--- config.mk ---
export PLATFORM = sky130hd
export DESIGN_NAME = fifo_with_read_commit_revert
export DESIGN_NICKNAME = d
export VERILOG_FILES = /design/src/hw/rtl/fwcr_pkg.sv /design/src/hw/rtl/fwcr_store.sv /design/src/hw/rtl/fwcr_ctrl.sv /design/src/hw/rtl/fifo_with_read_commit_revert.sv
export VERILOG_INCLUDE_DIRS = /design/src /design/src/hw/rtl
export SDC_FILE = /design/constraint.sdc
export NUM_CORES = 1
export LEC_CHECK = 0
export ABC_AREA = 0
export BUFFER_PORTS_ARGS = -buffer_cell sky130_fd_sc_hd__buf_2
export CORE_UTILIZATION = 63
export CTS_CLUSTER_SIZE = 14
export DETAILED_ROUTE_END_ITERATION = 10
export HOLD_SLACK_MARGIN = 0.15
export MAX_ROUTING_LAYER = met4
export PLACE_DENSITY = 0.86
export SYNTH_ARGS = -nofsm -noshare
export SYNTH_HDL_FRONTEND = slang
export SYNTH_SLANG_ARGS = --single-unit
--- constraint.sdc ---
create_clock -name i_clk -period 6.83 [get_ports i_clk]
set_input_delay 0.3415 -clock i_clk [delete_from_list [all_inputs] [get_ports i_clk]]
set_output_delay 0.3415 -clock i_clk [all_outputs]
set_load 0.01 [all_outputs]
--- src/hw/rtl/fifo_with_read_commit_revert_defines.svh ---
// assertion macros for the fifo rtl
// no dependencies; included by modules that carry assertions
`ifndef FIFO_WITH_READ_COMMIT_REVERT_DEFINES_SVH
`define FIFO_WITH_READ_COMMIT_REVERT_DEFINES_SVH

`ifndef NO_ASSERTIONS
// check a property on the rising clock, masked while reset is low
`define FWCR_ASSERT(lbl, clk, rst_n, prop, msg) \
    lbl: assert property (@(posedge clk) disable iff (!rst_n) prop) else $error(msg);
// check a property on the rising clock, also during reset
`define FWCR_ASSERT_ALWAYS(lbl, clk, prop, msg) \
    lbl: assert property (@(posedge clk) prop) else $error(msg);
`else
`define FWCR_ASSERT(lbl, clk, rst_n, prop, msg)
`define FWCR_ASSERT_ALWAYS(lbl, clk, prop, msg)
`endif

`endif

--- src/hw/rtl/fwcr_pkg.sv ---
// types, constants and helpers for the fifo with read commit and revert
// no dependencies
`timescale 1ns / 1ps

package fwcr_pkg;

    // store geometry, fixed by the port widths
    localparam int DEPTH      = 16;
    localparam int DATA_WIDTH = 32;
    localparam int SLOT_W     = $clog2(DEPTH);
    localparam int CNT_W      = $clog2(DEPTH + 1);
    localparam int CFG_W      = 5;
    localparam int CFG_IDX_W  = 4;
    localparam int OP_W       = 3;
    localparam int SUM_W      = ((SLOT_W > CFG_W) ? SLOT_W : CFG_W) + 1;

    // opcodes
    localparam logic [OP_W-1:0] OP_STATUS = 3'd0;
    localparam logic [OP_W-1:0] OP_PUSH   = 3'd1;
    localparam logic [OP_W-1:0] OP_POP    = 3'd2;
    localparam logic [OP_W-1:0] OP_COMMIT = 3'd3;
    localparam logic [OP_W-1:0] OP_REVERT = 3'd4;
    localparam logic [OP_W-1:0] OP_CLEAR  = 3'd5;

    // register indexes
    localparam logic [CFG_IDX_W-1:0] REG_NEARLY_EMPTY_LEVEL = 4'd0;
    localparam logic [CFG_IDX_W-1:0] REG_NEARLY_FULL_MARGIN = 4'd1;

    // store write request
    typedef struct packed {
        logic                  en;
        logic [SLOT_W-1:0]     slot;
        logic [DATA_WIDTH-1:0] data;
    } t_store_wr;

    // one result
    typedef struct packed {
        logic [DATA_WIDTH-1:0] read_data;
        logic                  accepted;
        logic [SLOT_W-1:0]     slot_index;
        logic                  is_empty;
        logic                  is_full;
        logic                  is_nearly_empty;
        logic                  is_nearly_full;
        logic                  underflow_seen;
        logic                  overflow_seen;
        logic [CNT_W-1:0]      entry_count;
        logic [CNT_W-1:0]      space_count;
    } t_result;

    // next slot with wrap
    function automatic logic [SLOT_W-1:0] slot_inc(input logic [SLOT_W-1:0] p);
        logic [SLOT_W-1:0] q;
        q = (p == SLOT_W'(DEPTH - 1)) ? '0 : p + 1'b1;
        return q;
    endfunction

    // distance from tail to head around the ring
    function automatic logic [SLOT_W-1:0] occupancy(input logic [SLOT_W-1:0] head,
                                                    input logic [SLOT_W-1:0] tail);
        logic [SLOT_W:0] d;
        d = {1'b0, head} - {1'b0, tail};
        if (head < tail) begin
            d = d + (SLOT_W + 1)'(DEPTH);
        end
        return d[SLOT_W-1:0];
    endfunction

endpackage

--- src/hw/rtl/fwcr_store.sv ---
// entry store of the fifo, one write and one read slot per cycle
// depends on fwcr_pkg
`timescale 1ns / 1ps

module fwcr_store (
    input  logic                           i_clk,
    input  fwcr_pkg::t_store_wr            i_wr,
    input  logic [fwcr_pkg::SLOT_W-1:0]    i_rd_slot,
    output logic [fwcr_pkg::DATA_WIDTH-1:0] o_rd_data
);
    import fwcr_pkg::*;

    logic [DATA_WIDTH-1:0] r_entry [DEPTH];
    logic [DATA_WIDTH-1:0] r_rd_data;

    // write port
    always_ff @(posedge i_clk) begin
        if (i_wr.en) begin
            r_entry[i_wr.slot] <= i_wr.data;
        end
    end

    // registered read at the upcoming read slot, a write to that slot passes through
    always_ff @(posedge i_clk) begin
        if (i_wr.en && (i_wr.slot == i_rd_slot)) begin
            r_rd_data <= i_wr.data;
        end else begin
            r_rd_data <= r_entry[i_rd_slot];
        end
    end

    assign o_rd_data = r_rd_data;

endmodule

--- src/hw/rtl/fwcr_ctrl.sv ---
// pointer, flag and sticky state of the fifo plus the per-request result
// depends on fwcr_pkg and fifo_with_read_commit_revert_defines.svh
`timescale 1ns / 1ps

`include "fifo_with_read_commit_revert_defines.svh"

module fwcr_ctrl (
    input  logic                            i_clk,
    input  logic                            i_rst_n,
    input  logic                            i_fire,
    input  logic [fwcr_pkg::OP_W-1:0]       i_opcode,
    input  logic [fwcr_pkg::DATA_WIDTH-1:0] i_write_data,
    input  logic [fwcr_pkg::CFG_W-1:0]      i_nearly_empty_level,
    input  logic [fwcr_pkg::CFG_W-1:0]      i_nearly_full_margin,
    input  logic [fwcr_pkg::DATA_WIDTH-1:0] i_rd_data,
    output logic [fwcr_pkg::SLOT_W-1:0]     o_rd_slot,
    output fwcr_pkg::t_store_wr             o_wr,
    output fwcr_pkg::t_result               o_result
);
    import fwcr_pkg::*;

    logic [SLOT_W-1:0] r_read_slot, n_read_slot;
    logic [SLOT_W-1:0] r_commit_slot, n_commit_slot;
    logic [SLOT_W-1:0] r_write_slot, n_write_slot;
    logic r_full, n_full;
    logic r_empty, n_empty;
    logic r_nfull, n_nfull;
    logic r_nempty, n_nempty;
    logic r_underflow, n_underflow;
    logic r_overflow, n_overflow;

    logic                  upd;
    logic                  hint;
    logic                  ok;
    logic [SLOT_W-1:0]     slot;
    logic [DATA_WIDTH-1:0] rdata;
    logic [SLOT_W-1:0]     occ_c;
    logic [SLOT_W-1:0]     occ_u;
    logic                  f_full;
    logic                  f_nfull;
    logic                  f_empty;
    logic                  f_nempty;
    logic [CNT_W-1:0]      count;

    // opcode decode and pointer moves
    always_comb begin
        n_read_slot   = r_read_slot;
        n_commit_slot = r_commit_slot;
        n_write_slot  = r_write_slot;
        n_underflow   = r_underflow;
        n_overflow    = r_overflow;
        upd           = 1'b0;
        hint          = 1'b0;
        ok            = 1'b1;
        slot          = '0;
        rdata         = '0;
        o_wr.en       = 1'b0;
        o_wr.slot     = r_write_slot;
        o_wr.data     = i_write_data;
        unique case (i_opcode)
            OP_PUSH: begin
                if (r_full) begin
                    n_overflow = 1'b1;
                    ok         = 1'b0;
                end else begin
                    slot         = r_write_slot;
                    o_wr.en      = i_fire;
                    n_write_slot = slot_inc(r_write_slot);
                    upd          = 1'b1;
                    hint         = 1'b1;
                end
            end
            OP_POP: begin
                if (r_empty) begin
                    n_underflow = 1'b1;
                    ok          = 1'b0;
                end else begin
                    slot        = r_read_slot;
                    rdata       = i_rd_data;
                    n_read_slot = slot_inc(r_read_slot);
                    upd         = 1'b1;
                    hint        = r_full;
                end
            end
            OP_COMMIT: begin
                if (r_commit_slot != r_read_slot) begin
                    n_commit_slot = r_read_slot;
                    upd           = 1'b1;
                end
            end
            OP_REVERT: begin
                n_read_slot = r_commit_slot;
                upd         = 1'b1;
                hint        = r_full;
            end
            OP_CLEAR: begin
                n_read_slot   = '0;
                n_commit_slot = '0;
                n_write_slot  = '0;
                n_underflow   = 1'b0;
                n_overflow    = 1'b0;
                upd           = 1'b1;
            end
            default: begin
            end
        endcase
    end

    // flag recompute from the new pointers
    always_comb begin
        occ_c = occupancy(n_write_slot, n_commit_slot);
        occ_u = occupancy(n_write_slot, n_read_slot);
        if (occ_c == '0) begin
            f_full  = hint;
            f_nfull = hint;
        end else begin
            f_full  = 1'b0;
            f_nfull = (SUM_W'(occ_c) + SUM_W'(i_nearly_full_margin)) >= SUM_W'(DEPTH);
        end
        if (occ_u == '0) begin
            f_empty  = !f_full;
            f_nempty = !f_full;
        end else begin
            f_empty  = 1'b0;
            f_nempty = SUM_W'(occ_u) <= SUM_W'(i_nearly_empty_level);
        end
        n_full   = upd ? f_full   : r_full;
        n_nfull  = upd ? f_nfull  : r_nfull;
        n_empty  = upd ? f_empty  : r_empty;
        n_nempty = upd ? f_nempty : r_nempty;
    end

    // state registers
    always_ff @(posedge i_clk) begin
        if (!i_rst_n) begin
            r_read_slot   <= '0;
            r_commit_slot <= '0;
            r_write_slot  <= '0;
            r_full        <= 1'b0;
            r_empty       <= 1'b1;
            r_nfull       <= 1'b0;
            r_nempty      <= 1'b1;
            r_underflow   <= 1'b0;
            r_overflow    <= 1'b0;
        end else if (i_fire) begin
            r_read_slot   <= n_read_slot;
            r_commit_slot <= n_commit_slot;
            r_write_slot  <= n_write_slot;
            r_full        <= n_full;
            r_empty       <= n_empty;
            r_nfull       <= n_nfull;
            r_nempty      <= n_nempty;
            r_underflow   <= n_underflow;
            r_overflow    <= n_overflow;
        end
    end

    // result for this request
    always_comb begin
        count                    = n_full ? CNT_W'(DEPTH) : CNT_W'(occ_c);
        o_result.read_data       = rdata;
        o_result.accepted        = ok;
        o_result.slot_index      = slot;
        o_result.is_empty        = n_empty;
        o_result.is_full         = n_full;
        o_result.is_nearly_empty = n_nempty;
        o_result.is_nearly_full  = n_nfull;
        o_result.underflow_seen  = n_underflow;
        o_result.overflow_seen   = n_overflow;
        o_result.entry_count     = count;
        o_result.space_count     = CNT_W'(DEPTH) - count;
    end

    // store read address: the read slot as it will stand after this edge
    assign o_rd_slot = !i_rst_n ? '0 : (i_fire ? n_read_slot : r_read_slot);

    `FWCR_ASSERT(a_full_empty_excl, i_clk, i_rst_n, !(r_full && r_empty),
                 "full and empty both set")
    `FWCR_ASSERT(a_full_ptrs, i_clk, i_rst_n, r_full |-> (r_write_slot == r_commit_slot),
                 "full with committed entries outstanding")
    `FWCR_ASSERT(a_overflow_set, i_clk, i_rst_n,
                 (i_fire && i_opcode == OP_PUSH && r_full) |=> r_overflow,
                 "push while full did not set overflow")
    `FWCR_ASSERT(a_underflow_set, i_clk, i_rst_n,
                 (i_fire && i_opcode == OP_POP && r_empty) |=> r_underflow,
                 "pop while empty did not set underflow")

endmodule

--- src/hw/rtl/fifo_with_read_commit_revert.sv ---
// Fifo with speculative reads, commit and revert, driven by one request at a time.
// Each request's result is computed combinationally and captured in the output register when the request is taken.
// Throughput: one request per cycle while the input is not stalled; pointer and flag logic is combinational.
// Input stalls only while a finished result waits under an output stall.
// Synchronous active-low reset clears pointers, full flags and stickies, sets the empty
// flags, and sets both registers to 2; entry data is left undefined until written.
`timescale 1ns / 1ps

module fifo_with_read_commit_revert (
    input  logic                             i_clk,
    input  logic                             i_rst_n,
    // request channel
    input  logic                             i_in_valid,
    output logic                             o_in_stall,
    input  logic [fwcr_pkg::OP_W-1:0]        i_opcode,
    input  logic [fwcr_pkg::DATA_WIDTH-1:0]  i_write_data,
    // result channel
    output logic                             o_out_valid,
    input  logic                             i_out_stall,
    output logic [fwcr_pkg::DATA_WIDTH-1:0]  o_read_data,
    output logic                             o_accepted,
    output logic [fwcr_pkg::SLOT_W-1:0]      o_slot_index,
    output logic                             o_is_empty,
    output logic                             o_is_full,
    output logic                             o_is_nearly_empty,
    output logic                             o_is_nearly_full,
    output logic                             o_underflow_seen,
    output logic                             o_overflow_seen,
    output logic [fwcr_pkg::CNT_W-1:0]       o_entry_count,
    output logic [fwcr_pkg::CNT_W-1:0]       o_space_count,
    // register write channel
    input  logic                             i_cfg_valid,
    output logic                             o_cfg_ready,
    input  logic [fwcr_pkg::CFG_IDX_W-1:0]   i_cfg_index,
    input  logic [fwcr_pkg::CFG_W-1:0]       i_cfg_data
);
    import fwcr_pkg::*;

    logic [CFG_W-1:0]      r_ne_level;
    logic [CFG_W-1:0]      r_nf_margin;
    logic                  r_out_valid;
    t_result               r_out;
    t_result               result;
    t_store_wr             wr;
    logic [SLOT_W-1:0]     rd_slot;
    logic [DATA_WIDTH-1:0] rd_data;
    logic                  fire;

    // handshake
    assign o_in_stall  = r_out_valid && i_out_stall;
    assign fire        = i_in_valid && !o_in_stall;
    assign o_cfg_ready = 1'b1;

    // configuration registers
    always_ff @(posedge i_clk) begin
        if (!i_rst_n) begin
            r_ne_level  <= CFG_W'(2);
            r_nf_margin <= CFG_W'(2);
        end else if (i_cfg_valid) begin
            unique case (i_cfg_index)
                REG_NEARLY_EMPTY_LEVEL: r_ne_level  <= i_cfg_data;
                REG_NEARLY_FULL_MARGIN: r_nf_margin <= i_cfg_data;
                default: begin
                end
            endcase
        end
    end

    fwcr_store u_store (
        .i_clk     (i_clk),
        .i_wr      (wr),
        .i_rd_slot (rd_slot),
        .o_rd_data (rd_data)
    );

    fwcr_ctrl u_ctrl (
        .i_clk                (i_clk),
        .i_rst_n              (i_rst_n),
        .i_fire               (fire),
        .i_opcode             (i_opcode),
        .i_write_data         (i_write_data),
        .i_nearly_empty_level (r_ne_level),
        .i_nearly_full_margin (r_nf_margin),
        .i_rd_data            (rd_data),
        .o_rd_slot            (rd_slot),
        .o_wr                 (wr),
        .o_result             (result)
    );

    // output register valid
    always_ff @(posedge i_clk) begin
        if (!i_rst_n) begin
            r_out_valid <= 1'b0;
        end else if (fire) begin
            r_out_valid <= 1'b1;
        end else if (!i_out_stall) begin
            r_out_valid <= 1'b0;
        end
    end

    // output register payload
    always_ff @(posedge i_clk) begin
        if (fire) begin
            r_out <= result;
        end
    end

    assign o_out_valid       = r_out_valid;
    assign o_read_data       = r_out.read_data;
    assign o_accepted        = r_out.accepted;
    assign o_slot_index      = r_out.slot_index;
    assign o_is_empty        = r_out.is_empty;
    assign o_is_full         = r_out.is_full;
    assign o_is_nearly_empty = r_out.is_nearly_empty;
    assign o_is_nearly_full  = r_out.is_nearly_full;
    assign o_underflow_seen  = r_out.underflow_seen;
    assign o_overflow_seen   = r_out.overflow_seen;
    assign o_entry_count     = r_out.entry_count;
    assign o_space_count     = r_out.space_count;

endmodule

==> results of run 1 <==
flip-flops by register name, indices dropped and copies added (netlist names), 4 cells and up:
register              flops
u_ctrl.r_commit_slot      4
o_space_count             4
o_slot_index              4
o_read_data              32
r_ne_level                5
u_ctrl.r_read_slot        4
o_entry_count             4
u_store.r_entry         512
r_nf_margin               5
u_ctrl.r_write_slot       4
kinds of logic after synthesis:
kind of cell    synth area share
compound gates            0.0234
xor+xnor                 0.00510
fa+ha+maj                 0.0119
buf+inv                   0.0149
flops                      0.750
mux                        0.161
other cells             0.000161
simple gates              0.0329
per-stage QoR:
stage	worst slack [ps]	total power, uW
3_5_place_dp	2680	4560
5_1_grt	2400	7770
6_report	2610	7590
2_1_floorplan	2920	4410
4_1_cts	2630	7610
3_3_place_gp	2720	4540
final timing paths:
kind	start	end	cells after the start
max	u_ctrl.r_read_slot[1]$_SDFFE_PN0P_	o_is_nearly_empty$_DFFE_PP_	14
min	i_cfg_index[3]	r_ne_level[1]$_SDFFE_PN1P_	3
max reg2reg	u_ctrl.r_read_slot[1]$_SDFFE_PN0P_	o_is_nearly_empty$_DFFE_PP_	14
min reg2reg	u_ctrl.r_nempty$_SDFFE_PN1P_	u_ctrl.r_nempty$_SDFFE_PN1P_	2
cell usage in the layout (no fill, tap or decap), types with 8 or more instances in the layout:
cell type,count
a21oi_1,17
and2_1,34
buf_2,103
a211oi_1,8
nand2_1,23
o21ai_0,8
clkinv_1,20
buf_4,25
mux2i_1,16
edfxtp_1,563
dfxtp_1,25
inv_1,23
nor2_4,12
nor2_1,29
nand2b_1,9
dlygate4sd3_1,41
ha_1,19
clkbuf_16,56
mux4_2,160
cells in the mapped netlist, types with 3 or more instances:
library cell / instances
nor2_1: 41
o31ai_1: 6
nand2b_1: 9
edfxtp_1: 563
buf_1: 6
a211oi_1: 8
nor2b_1: 4
o21ai_0: 8
dfxtp_1: 29
a22oi_1: 4
inv_1: 23
clkbuf_1: 43
o21a_1: 4
nand3_1: 6
buf_2: 7
nor3_1: 10
ha_1: 19
a21oi_1: 17
mux2i_1: 16
a22o_1: 5
and2_1: 34
and3_1: 4
nand2_1: 23
mux4_2: 160
buf_4: 3
xnor2_1: 6
o21ai_1: 4
metal layers:
metal  share of wire  global-route usage  vias to the layer above
li1                -                   -                     4890
met1            0.37               0.394                     6214
met2            0.52               0.499                      696
met3           0.078              0.0493                      145
met4           0.037               0.134                        0
met5               0                   -                        -
final cells by class:
| cell class | instances | share of cell area |
|---|---|---|
| inverter | 24 | 0.00338 |
| clock inverter | 40 | 0.0134 |
| clock buffer | 63 | 0.0535 |
| sequential | 592 | 0.656 |
| tap | 468 | 0.0220 |
| multi-input combinational | 429 | 0.210 |
| timing repair buffer | 169 | 0.0418 |
power by group through the flow:
stage	combinational (uW)	clock, uW	sequential, uW
2_1_floorplan	298	0	4110
5_1_grt	498	3230	4050
6_report	464	3080	4040
3_5_place_dp	435	0	4120
4_1_cts	465	3100	4050
3_3_place_gp	419	0	4120
worst min-delay path: stages:
cell and delay [ps]:
buf_2 90, nor4_1 120, o211ai_1 180
==> run metrics, run 1 <==
outcome completed; gr ovfl total 0; cells after synthesis between 1000 and 1500; die width 194 um; routability cong. around 0.84; worst vdd ir between 0.0002 and 0.00025 V; Area Growth Syn to Fin 14.4%; placed insts between 1500 and 2000; hold crit path type input port to flop; critical path buffer and inverter count 1; standard-cell rows 70; vias in the first global route 12514; Post-route DRC 0; number of DRC markers in iteration 0 ~1200; Post-Route WL 54.6 mm; syn_area_per_cell between 20 and 25 um^2; first-pass GRT wire length roughly 80 mm; clk_lat worst skew roughly 600 ps; Worst Setup End Kind flop; detailed placement HPWL ~26 mm; Net Sw Power ~1600 uW; htree depth 2; Setup CP Type flop to flop; clk root buf clkbuf_16; Vias 11945; Syn. warnings 0; cells along the critical path ha_1, and4b_1, nor3_1, a21oi_1, a21oi_1, ha_1, fa_1, inv_1, ha_1, nor2b_1, o21a_1, o21a_1, o221a_1, o31ai_1; critical path's largest stage delay 1070 ps; Sw Ratio 0.215; hold slack about 170 ps; Die H 194 um; final setup violation count 0; hold buffer count at CTS 41; antenna violations before repair 0; CTS tree built; P_leak 0.00871 uW; sequential share of power 0.533; final worst path period need 4220 ps; ANT nets after route 0; starting density of the core 0.638; Core ar. 36500 um^2; Fin. Hold Viols 0; RSZ-0062 raised after global routing false; Routed WL per cell between 30 and 40 um; Worst Skew 20.3 ps; Cell Area, Synth around 23000 um^2; Pwr per Cell Area between 200 and 300 nW/um^2; Final period util 0.617; crit-path leading delay family adder cells; drt first pass iters 5; top cell type's share of synthesized area 0.725; Placed Instance Area 24500 um^2; Finished Layout Cells around 1800; Filler Cells Inserted just under 2000; Synth Flop Type edfxtp_1; die area between 30000 and 40000 um^2; area of the multi-input gates ~5600 um^2; Final Cell Area ~27000 um^2; Antenna Cells 0; Fmax between 200 and 250 MHz; max-cap violations 0; Num CTS Buffers between 50 and 60; critical path arrival approximately 4600 ps; async set-reset flop share out of synthesis 0; Comb power frac 0.061; relative slew slack 0.246; reg2reg setup slack ~2600 ps; EDFF count, synth roughly 560; Cell Int Power 5950 uW; CTS sink cnt 592; Clock power frac 0.406; Max Slew Vio Count 0; postcts setup bufs 0; Max clock buf depth 3; CP startpoint kind flop; crit-path max FO 74; final core occ 0.730; number of I/O port buffers 103; top area cells in the synthesized netlist edfxtp_1, mux4_2, dfxtp_1; Final #Nets roughly 1300; Avg Vias per Cell around 6.7; post-synthesis sequential area ratio 0.750; Yosys reg bits roughly 590; layout cells sized above 1 0.304; IO Pins approximately 110; Reg clk slew, reported paths 70 ps; Net Count, Synth 1176; Final TNS setup 0 ps; register area 17500 um^2; Critical Path RT 7250 ps; largest net degree at the start of global routing 75; library cells used by synthesis 63; CP most frequent cell ha_1; CP max-delay cell dfxtp_4; post_cts resized 0; Total GRT Usage 0.309; top cell type by total area after synthesis edfxtp_1; slew at the pin closest to its max-slew limit 1120 ps
(Power assumes the default switching activity.)
==> inputs of run 2 (changes only) <==
Settings changed: ABC_AREA 0 to 1, CORE_UTILIZATION 63 to 55, PLACE_DENSITY 0.86 to 0.8.
Clock period 6.83 ns to 3.8 ns, I/O delays scaled along.
==> run metrics, run 2 <==
outcome completed; relative slew slack 0.307; Max clock buf depth 3; Post-Route WL 58.7 mm; Final period util 0.907; detailed placement HPWL ~30 mm; Avg Vias per Cell 6.15; max reg flops around 510; RSZ-0062 raised after global routing false; number of DRC markers in iteration 0 about 2000; hold crit path type input port to flop; postcts setup bufs 0; standard-cell rows 75; commonest non-fill, non-tap cell in the layout edfxtp_1; antenna violations before repair 0; top-count cell post-synth edfxtp_1; Worst Setup End Kind flop; Worst Skew approximately 23 ps; CTS sink cnt a little under 600; die area roughly 44000 um^2; EDFF count, synth 563; Crit Reg-Reg Startpoint u_ctrl.r_write_slot[0]$_SDFFE_PN0P_; IO Pins between 100 and 150; Critical Path RT roughly 4200 ps; crit-path max FO 7; most frequent cells in the layout edfxtp_1, nand2_1, o21ai_0, nor2_1, a21oi_1; Area Growth Syn to Fin 15.9%; Routed WL per cell 22.8 um; max-cap violations 0; layout cells sized above 1 0.131; Vias approximately 16000; vias in the first global route ~15000; CTS tree built; Hold Startpoint i_in_valid; Final #Nets just over 2000; final core occ 0.650; htree depth 2; Num CTS Buffers 58; critical path's largest stage delay roughly 550 ps; Die H approximately 210 um; Post-synth top cells edfxtp_1, nand2_1, o21ai_0; Syn. warnings 0; drt first pass iters 6; critical path arrival about 3800 ps; Synth Flop Type edfxtp_1; post-synthesis sequential area ratio 0.740; clk_lat worst skew ~630 ps; top cell type by total area after synthesis edfxtp_1; Fmax just under 300 MHz; Most flops, register u_store.r_entry; slew at the pin closest to its max-slew limit around 1000 ps; Setup CP Type flop to flop; async set-reset flop share out of synthesis 0; cells along the critical path ha_1, nand2_1, nor2_1, nor2_2, a22oi_1, ha_1, fa_1, inv_1, nor3_1, nand4_4, nand2_4, nor2_1, inv_1, ha_1, o21ai_0; Core ar. 42100 um^2; Cell Area, Synth approximately 24000 um^2; syn_area_per_cell approximately 13 um^2; Reg clk slew, reported paths approximately 60 ps; ANT nets after route 0; gr ovfl total 0; final setup violation count 0; routability cong. between 0.9 and 1; Fin. Hold Viols 0; R2R depth 15; Post-route DRC 0; final worst path period need roughly 3400 ps; top area cells in the synthesized netlist edfxtp_1, nand2_1, o21ai_0; worst vdd ir 0.000419 V; CP max-delay cell fa_1; largest net degree at the start of global routing approximately 230; hold depth 7; Antenna Cells 0; Crit. Startpoint u_ctrl.r_write_slot[0]$_SDFFE_PN0P_; library cells used by synthesis 40; placed insts around 2400; top cell type's share of synthesized area 0.715; P_leak roughly 0.0098 uW; cells after synthesis approximately 1800; number of I/O port buffers approximately 100; Finished Layout Cells around 2600; Yosys reg bits around 590; Total GRT Usage 0.277; first-pass GRT wire length between 80 and 90 mm; CP most frequent cell ha_1; die width 209 um; Net Count, Synth approximately 1900; Max Slew Vio Count 0; clk root buf clkbuf_16; CP startpoint kind flop; Final TNS setup 0 ps; starting density of the core 0.561; Pwr per Cell Area 514 nW/um^2
run 2: cell count changes in the layout (fill, tap and decap cells not counted), sizes merged, moves of 64 or more:
cell,before,now
inv,26,108
mux4,160,0
nor2,41,178
o21ai,12,184
o221ai,0,64
nand2,23,248
nand3,6,123
a21oi,17,133
run 2: cell families after synthesis:
| kind of cell | share of synthesized area |
|---|---|
| compound gates | 0.109 |
| flops | 0.740 |
| other cells | 0.000159 |
| xor+xnor | 0.00291 |
| fa+ha+maj | 0.0117 |
| buf+inv | 0.0371 |
| simple gates | 0.0998 |
run 2: final cells by class:
type / count / area [um^2]
clock inverters: 34 / 383
repair buffers: 196 / 1500
clock buffers: 69 / 1510
multi-input cells: 1038 / 5430
inverters: 107 / 407
fillers: 2892 / 14700
flip-flops and latches: 592 / 17500
well taps: 539 / 674
run 2: metal layers:
layer | GRT usage | routed length, um | part of all wire | up-vias
met2 | 0.437 | 28500 | 0.49 | 941
met3 | 0.0510 | 5780 | 0.098 | 152
met4 | 0.0948 | 1750 | 0.030 | 0
met5 | - | 0 | 0 | -
li1 | - | - | - | 7077
met1 | 0.364 | 22700 | 0.39 | 7676
run 2: stage by stage:
stage          power (uW)  worst slack, ps  area, um^2  hold WS, ps
2_1_floorplan        8060              535       23600          289
3_3_place_gp         8400              382       24900          419
3_5_place_dp         8440              289       24900          419
4_1_cts             14100              258       27400          311
5_1_grt             14500             53.6       27400          390
6_report            14100              352       27400          322
run 2: report_power, final:
| part | total [uW] | switching (uW) | internal (uW) |
|---|---|---|---|
| combinational | 1100 | 755 | 349 |
| sequential | 7270 | 39.7 | 7230 |
| clock | 5730 | 2410 | 3320 |
| total | 14100 | 3210 | 10900 |
run 2: path summary, 6_finish.rpt:
check	end	slack, ps
hold reg to reg	u_ctrl.r_overflow$_SDFFE_PN0P_	460
hold / removal	u_ctrl.r_write_slot[2]$_SDFFE_PN0P_	320
setup / recovery	o_space_count[4]$_DFFE_PP_	350
setup reg to reg	o_space_count[4]$_DFFE_PP_	350
run 2: what timing repair did:
action / 4_1_cts / 5_1_grt
hold endpoints to repair: 531 / 0
gates resized for setup: 0 / 3
endpoints found under the setup margin: 0 / 6
hold buffers: 55 / 0
run 2: critical path, delay by kind of cell, from the launching register on:
kind | cells | cell delay, ps
flops | 1 | 360
simple gates | 7 | 1200
compound gates | 2 | 240
fa+ha+maj | 4 | 1270
buf+inv | 2 | 130
